$ cat config.mk
export PLATFORM = sky130hd
export DESIGN_NAME = nmsv_ram
export DESIGN_NICKNAME = d
export VERILOG_FILES = /design/src/nmsv_ram.sv
export SDC_FILE = /design/constraint.sdc
export NUM_CORES = 1
export LEC_CHECK = 0
export BUFFER_PORTS_ARGS = -buffer_cell sky130_fd_sc_hd__buf_2
export CORE_ASPECT_RATIO = 0.75
export CORE_MARGIN = 4
export CORE_UTILIZATION = 56
export CTS_CLUSTER_DIAMETER = 120
export DETAILED_ROUTE_END_ITERATION = 10
export PLACE_DENSITY = 0.81
export RECOVER_POWER = 25
export SETUP_SLACK_MARGIN = 0.3
export SYNTH_ARGS = -nofsm -noshare
export SYNTH_HDL_FRONTEND = slang
export SYNTH_SLANG_ARGS = --single-unit
$ cat constraint.sdc
create_clock -name clk -period 3 [get_ports clk]
set_input_delay 0 -clock clk [delete_from_list [all_inputs] [get_ports clk]]
set_output_delay 0 -clock clk [all_outputs]
set_load 0.01 [all_outputs]
$ cat src/nmsv_ram.sv
`default_nettype none
module nmsv_ram #(
  parameter int Width = 8,
  parameter int Depth = 64
) (
  input  wire logic                     clk,
  input  wire logic                     we,
  input  wire logic [$clog2(Depth)-1:0] waddr,
  input  wire logic [Width-1:0]         wdata,
  input  wire logic [$clog2(Depth)-1:0] raddr,
  output logic      [Width-1:0]         rdata
);
  logic [Width-1:0] mem [Depth];

  always_ff @(posedge clk) begin
    if (we) begin
      mem[waddr] <= wdata;
    end
    rdata <= mem[raddr];
  end
endmodule
`default_nettype wire

; ---- Word level (Yosys, flattened, before mapping)
; Memories as Yosys holds them, arrays and structs flattened. A register that Yosys moved wholly into a read port is not among the register bits.
; Cells that the tools add are included.
; W data, S select, Z words.
[word_totals]
reg_bits = 0
ram_bits = 512
elab_cells = 3
memories = 1
[memory_table]
columns = name, words, width, rd, rd_ports_with_merged_regs, write_ports, line_no
row1 = mem, 64, 8, 1, 1, 1, 13  ; logic [Width-1:0] mem [Depth];
[classes]
mux = 2
[op_table]
columns = cell, count
row1 = $mux W1, 2

; ---- Depth between registers and ports, before layout
; Gate-level depths: netlist of run 1.
[depth]
ltp_word = 2
ltp_mapped = 9

; ---- Worst setup path before layout of run 1
; OpenSTA, ideal clock, no wires.
[synth_path]
kind = flip-flop to flip-flop
start = memory mem[29][4]
end = register rdata[4], read port of mem
setup_ns = 0.132
t_arrival_ns = 1.560
required_time_ns = 2.868
setup_slack_ns = 1.308
path_stages_with_launch = 6
n_path_buf = 0
synth_period_minus_slack_ns = 1.692
cell_sequence = edfxtp_1 mux4_2 mux2_2 o221a_2 nor3_1 o32ai_1
[synth_rtl]
columns = item, line_no
row1 = from (decl), 13
row2 = to (decl), 11  ; output logic [Width-1:0] rdata

; ---- Final worst setup path of run 1
[layout_path]
start = input waddr[1]
end = memory mem[43][2] (enable)
[layout_rtl]
columns = item, line_no
row1 = from (decl), 8  ; input wire logic [$clog2(Depth)-1:0] waddr,
; No word-level cell before the write port.

==> impl_metrics.env, run 1 <==
export IMPL_hp_class="in -> reg"
export IMPL_status="finished with violations"
export IMPL_utilization_pct=63.9
export IMPL_finish_instance_area_um2=22400
export IMPL_failed_checks="capacitance limit, slew limit"
export IMPL_p_leak_uw=0.00700
export IMPL_clk_pin_slew_ns=0.06
export IMPL_ios=30
export IMPL_synth_most_common_cell="edfxtp_1"
export IMPL_die_h_um=172
export IMPL_antenna_found_initial=2
export IMPL_seqPwrFrac_pct=54.6
export IMPL_switching_share_pct=20.8
export IMPL_ys_flop_type="edfxtp_1"
export IMPL_switchingPower_uw=3080
export IMPL_syn_inst=940
export IMPL_synthesis_area_um2=20200
export IMPL_synth_edf_count=512
export IMPL_avgRoutedWirePerCell_um=29.7
export IMPL_rows=59
export IMPL_tritoncts="done"
export IMPL_crit_type="in -> reg"
export IMPL_ctsHtreeMaxLevel=2
export IMPL_grt_pass1_wl_um=66400
export IMPL_final_cell_count_no_fill=1500
export IMPL_slew_headroom_pct=-100
export IMPL_num_nets_final=1025
export IMPL_clockBufferDepth=3
export IMPL_synth_top_cells_by_count="edfxtp_1, mux4_2, nor2_1, mux2i_1, nand2_1"
export IMPL_internal_power_uw=11700
export IMPL_wl_um=44600
export IMPL_combPwrFrac_pct=5.0
export IMPL_async_flop_share_pct=0
export IMPL_hold_viol=0
export IMPL_rr_worst_depth=5
export IMPL_post_route_period_util_pct=75.2
export IMPL_setup_viol=0
export IMPL_track_usage_pct=23.3
export IMPL_ant_nets=0
export IMPL_areaGrowthSynthToFinish_pct=11.3
export IMPL_timing_fmax_mhz=443
export IMPL_routabilityCongestion=0.811
export IMPL_layout_drive_gt1_share_pct=24.9
export IMPL_drt_iter0_drc=1551
export IMPL_yosys_area_top_type="edfxtp_1"
export IMPL_critPathMaxFanout=10
export IMPL_cts_root_buf="clkbuf_16"
export IMPL_post_cts_resized=0
export IMPL_cp_arrival_ns=2.43
export IMPL_numCtsBuffers=47
export IMPL_syn_avg_cell_area_um2=21.5
export IMPL_ys_warn_count=0
export IMPL_firstDrtPassIters=6
export IMPL_clk_latency_ns=0.58
export IMPL_rsz0062_at_grt="false"
export IMPL_grt_pass1_vias=9959
export IMPL_power_density_nw_per_um2=660
export IMPL_dp_cells=1406
export IMPL_viasPerCell=6.62
export IMPL_fin_crit_ns=2.26
export IMPL_ir_worst_vdd_uv=548
export IMPL_startpoint_type="input port"
export IMPL_fin_worst_skew_ns=0.0233
export IMPL_drc_errors=0
export IMPL_maxSlewViolCount=455
export IMPL_power_frac_clock_pct=40.4
export IMPL_grt_overflow_total=0
export IMPL_hpwl_um=26400
export IMPL_crit_required_ns=3.18
export IMPL_cts_sinks=520
export IMPL_hold_depth=3
export IMPL_synth_area_leaders="edfxtp_1, mux4_2, nor2_1"
export IMPL_ys_ff_latch=520
export IMPL_netlist_cell_type_count=40
export IMPL_portBuffers=29
export IMPL_initial_core_util_pct=57.4
export IMPL_core_area_um2=35100
export IMPL_drv_cap=7
export IMPL_worstMarginPinSlew_ns=3.01
export IMPL_cp_end_kind="register"
export IMPL_syn_nets=962
export IMPL_die_area_um2=39100
export IMPL_timing_setup_tns_ns=0
export IMPL_dpl_instance_area_um2=20900
export IMPL_ys_seq_area_share_pct=77.0
export IMPL_synth_top_cell_area_share_pct=76.2
export IMPL_die_w_um=227
export IMPL_vias=9937
export IMPL_grt_max_degree=65
==> worst max-delay path: stages <==
cell and delay (ns):
dlygate4sd3_1 0.56, buf_2 0.21, nor2b_1 0.24, nand3_1 0.52
nor2_1 0.89
==> power groups by stage <==
stage	logic, µW	clock network, µW	registers [µW]
floorplan	429	0	8210
global placement	712	0	8220
detailed placement	734	0	8230
CTS	743	6030	8070
global route	788	6370	8080
finish	743	5990	8080
==> through the flow <==
stage	worst slack (ns)	total power [µW]	hold WS, ns
after floorplan	1.31	8640	0.0989
after global placement	0.693	8930	0.439
after detailed placement	0.680	8960	0.446
after CTS	0.929	14800	0.0855
after global routing	0.591	15200	0.134
final	0.744	14800	0.128
==> repair_timing <==
action | CTS | global route
buffers inserted | 0 | 0
hold buffers | 5 | 0
hold endpoints to repair | 12 | 0
==> metal layers <==
metal | share of wire [%] | vias up | wire length [µm] | track usage [%]
met5 | 0 | - | 0 | 0
met4 | 3.0 | 0 | 1320 | 7.23
met3 | 11 | 91 | 5070 | 5.18
met2 | 46 | 632 | 20300 | 34.2
met1 | 40 | 5163 | 17800 | 35.9
li1 | - | 4051 | - | -
==> registers in the layout (all words and copies together), names as in the netlist <==
| register | cells |
|---|---|
| rdata | 8 |
| mem | 512 |
==> final cells by class <==
| type | instances | area, µm² |
|---|---|---|
| Tap cell | 457 | 572 |
| Clock buffer | 62 | 1250 |
| Fill cell | 2240 | 12700 |
| Sequential cell | 520 | 15500 |
| Clock inverter | 26 | 278 |
| Antenna cell | 1 | 2.50 |
| Timing Repair Buffer | 65 | 483 |
| Multi-Input combinational cell | 369 | 4320 |
==> cell usage in the layout, fill, tap and decap left out, types with 7 or more instances in the layout <==
| master | synthesis | routed |
|---|---|---|
| buf_2 | 11 | 19 |
| buf_4 | 13 | 29 |
| clkbuf_1 | 17 | 21 |
| clkbuf_16 | 0 | 48 |
| clkinv_1 | 0 | 9 |
| clkinv_2 | 0 | 7 |
| dfxtp_1 | 8 | 8 |
| edfxtp_1 | 512 | 512 |
| mux2_2 | 13 | 13 |
| mux2i_1 | 23 | 23 |
| mux4_2 | 126 | 126 |
| nand2_1 | 19 | 19 |
| nand2b_1 | 7 | 7 |
| nand3_1 | 13 | 13 |
| nor2_1 | 83 | 83 |
| nor2b_1 | 14 | 14 |
| nor3_1 | 7 | 7 |
| o221ai_1 | 8 | 8 |
| o22ai_1 | 8 | 8 |
==> cells by family after synthesis <==
kind of cell           after synthesis  share of synthesized area [%]
AOI/OAI and AO/OA                   54                           2.07
muxes                              162                           15.9
DFF                                520                           77.0
and+or+nand+nor                    153                           3.39
buffers and inverters               51                           1.57
==> path summary, 6_finish.rpt <==
check,from,to,slack [ns]
max reg2reg,mem[21][6],rdata[6],0.95
max,waddr[1],mem[43][2],0.74
min reg2reg,mem[35][1],rdata[1],0.83
min,raddr[4],rdata[0],0.13
Power figures use the tool's default switching activity.
==> run 2, diff against run 1 <==
- clock period: 3 -> 2.3 ns (I/O delays scaled with it)
==> run 2 against run 1 <==
Against the previous run: the flow still finishes with violations (capacitance limit, slew limit); clock power is 23% higher; core utilization is 1.8 points higher; power is 28% higher; sequential power is 30% higher; worst setup slack worse by 0.39 ns; combinational power is 41% higher; register-to-register slack worse by 0.60 ns; sequential cell count stayed put; final cell count is 5.3% higher; clock-buffer cell count is 3 higher; via count is 4.0% higher; clock skew is 0.0090 ns lower.
==> impl_metrics.env, run 2 (synthesis results as in run 1) <==
export IMPL_status="finished with violations"
export IMPL_avgRoutedWirePerCell_um=29.2
export IMPL_crit_type="reg -> reg"
export IMPL_drc_errors=0
export IMPL_cp_end_kind="register"
export IMPL_grt_busiest_layer="met1"
export IMPL_startpoint_type="register"
export IMPL_rr_startpoint="mem[15][1]"
export IMPL_hold_depth=3
export IMPL_fin_worst_skew_ns=0.0143
export IMPL_cp_arrival_ns=2.39
export IMPL_initial_core_util_pct=57.4
export IMPL_numCtsBuffers=46
export IMPL_fin_ws_ns=0.353
export IMPL_rsz0062_at_grt="false"
export IMPL_die_h_um=172
export IMPL_drt_iter0_drc=1412
export IMPL_cts_root_buf="clkbuf_16"
export IMPL_grtUsageMet3_pct=5.43
export IMPL_cts_sinks=520
export IMPL_layout_commonest_cell="edfxtp_1"
export IMPL_ir_worst_vdd_uv=753
export IMPL_multi_input_area_um2=4340
export IMPL_firstDrtPassIters=5
export IMPL_timing_fmax_mhz=514
export IMPL_tritoncts="done"
export IMPL_grt_pass1_wl_um=68100
export IMPL_post_route_period_util_pct=84.7
export IMPL_final_cell_mix="edfxtp_1, mux4_2, buf_4, nor2_1, clkbuf_16"
export IMPL_layout_drive_gt1_share_pct=30.6
export IMPL_largest_registers="mem x512, rdata x8"
export IMPL_grtUsageMet2_pct=36.5
export IMPL_areaGrowthSynthToFinish_pct=14.3
export IMPL_slew_headroom_pct=-22.4
export IMPL_area_sequential_um2=15500
export IMPL_ant_nets=0
export IMPL_grt_pass1_vias=10200
export IMPL_clockBufferDepth=3
export IMPL_rows=59
export IMPL_drv_cap=2
export IMPL_hold_viol=0
export IMPL_crit_required_ns=2.75
export IMPL_die_w_um=227
export IMPL_routabilityCongestion=0.877
export IMPL_die_area_um2=39100
export IMPL_p_leak_uw=0.00742
export IMPL_antenna_found_initial=1
export IMPL_maxSlewViolCount=67
export IMPL_track_usage_pct=24.1
export IMPL_ios=30
export IMPL_fillers=2216
export IMPL_r2r_end="rdata[1]"
export IMPL_clk_pin_slew_ns=0.07
export IMPL_regMostFlops="mem"
export IMPL_vias=10300
export IMPL_hp_start="waddr[2]"
export IMPL_grt_max_degree=65
export IMPL_portBuffers=29
export IMPL_worstMarginPinSlew_ns=1.84
export IMPL_fin_crit_ns=1.95
export IMPL_rr_worst_depth=5
export IMPL_hp_class="in -> reg"
export IMPL_grt_overflow_total=0
export IMPL_worstHoldEndpoint="mem[49][6]"
export IMPL_num_nets_final=1111
export IMPL_largest_reg_flops=512
export IMPL_place_ws_ns=0.0721
export IMPL_clk_latency_ns=0.57
export IMPL_failed_checks="capacitance limit, slew limit"
export IMPL_ff2ff_setup_slack_ns=0.35
export IMPL_timing_setup_tns_ns=0
export IMPL_ctsHtreeMaxLevel=2
export IMPL_setup_viol=0
export IMPL_viasPerCell=6.55
export IMPL_critPathMaxFanout=1
export IMPL_power_density_nw_per_um2=822
export IMPL_core_area_um2=35100
export IMPL_use_met1_pct=36.5
export IMPL_wl_um=46200
export IMPL_hpwl_um=28900
==> run 2: cell types whose count changed in the layout (fill, tap and decap cells not counted), sizes merged <==
cell         change
bufinv           -2
buf             +85
clkinv           -9
clkbuf           +4
dlygate4sd3      +1
==> run 2: report_power, final <==
part           switching, µW  internal, µW  leakage (µW)  total [µW]
Combinational            631           421       0.00206        1050
Sequential              35.4         10500       0.00467       10500
Clock                   3250          4120      0.000682        7370
==> run 2: through the flow <==
step	instance area (µm²)	utilization (%)	hold WS [ns]	power, µW	instances
after floorplan	20200	-	0.0989	11300	940
after global placement	21600	61.5	0.436	11700	1492
after detailed placement	21600	61.5	0.451	11700	1492
after CTS	23100	65.6	0.0114	19000	1578
after global routing	23100	65.6	0.0588	19500	1579
final	23100	65.6	0.0501	19000	1579
==> run 2: worst max path at each step <==
stage | from | to | slack, ns | cells past startpoint
after floorplan | mem[29][4] | rdata[4] | 0.61 | 5
after global placement | raddr[0] | rdata[3] | 0.0005 | 7
after detailed placement | raddr[0] | rdata[3] | 0.07 | 7
after CTS | mem[15][1] | rdata[1] | 0.35 | 5
after global routing | mem[3][0] | rdata[0] | 0.30 | 5
final | mem[15][1] | rdata[1] | 0.35 | 5
==> run 2: worst max-delay path, stage by stage (launching register included) <==
cell and delay (ns):
edfxtp_1 0.36, mux4_2 0.53, mux4_2 0.51, nor2_2 0.18
nor3_1 0.09, o2bb2ai_1 0.15
==> run 2: area by class of cell <==
type / instances / share of cell area [%]
well taps: 457 / 2.48
repair buffers: 152 / 5.22
clock inverters: 15 / 0.635
clock buffers: 65 / 5.44
diodes: 1 / 0.0109
multi-input cells: 369 / 18.8
flip-flops and latches: 520 / 67.4
==> run 2: timing repair <==
| item | 4_1_cts | 5_1_grt |
|---|---|---|
| resized for setup | 4 | 3 |
| endpoints found under the hold margin | 75 | 0 |
| setup buffers | 0 | 0 |
| endpoints found under the setup margin | 4 | 3 |
| hold buffers | 6 | 0 |
==> run 2: routing by layer <==
layer	up-vias	wire length, µm
met5	-	0
met4	0	1000
met3	71	5120
met2	667	21800
met1	5380	18300
li1	4218	-
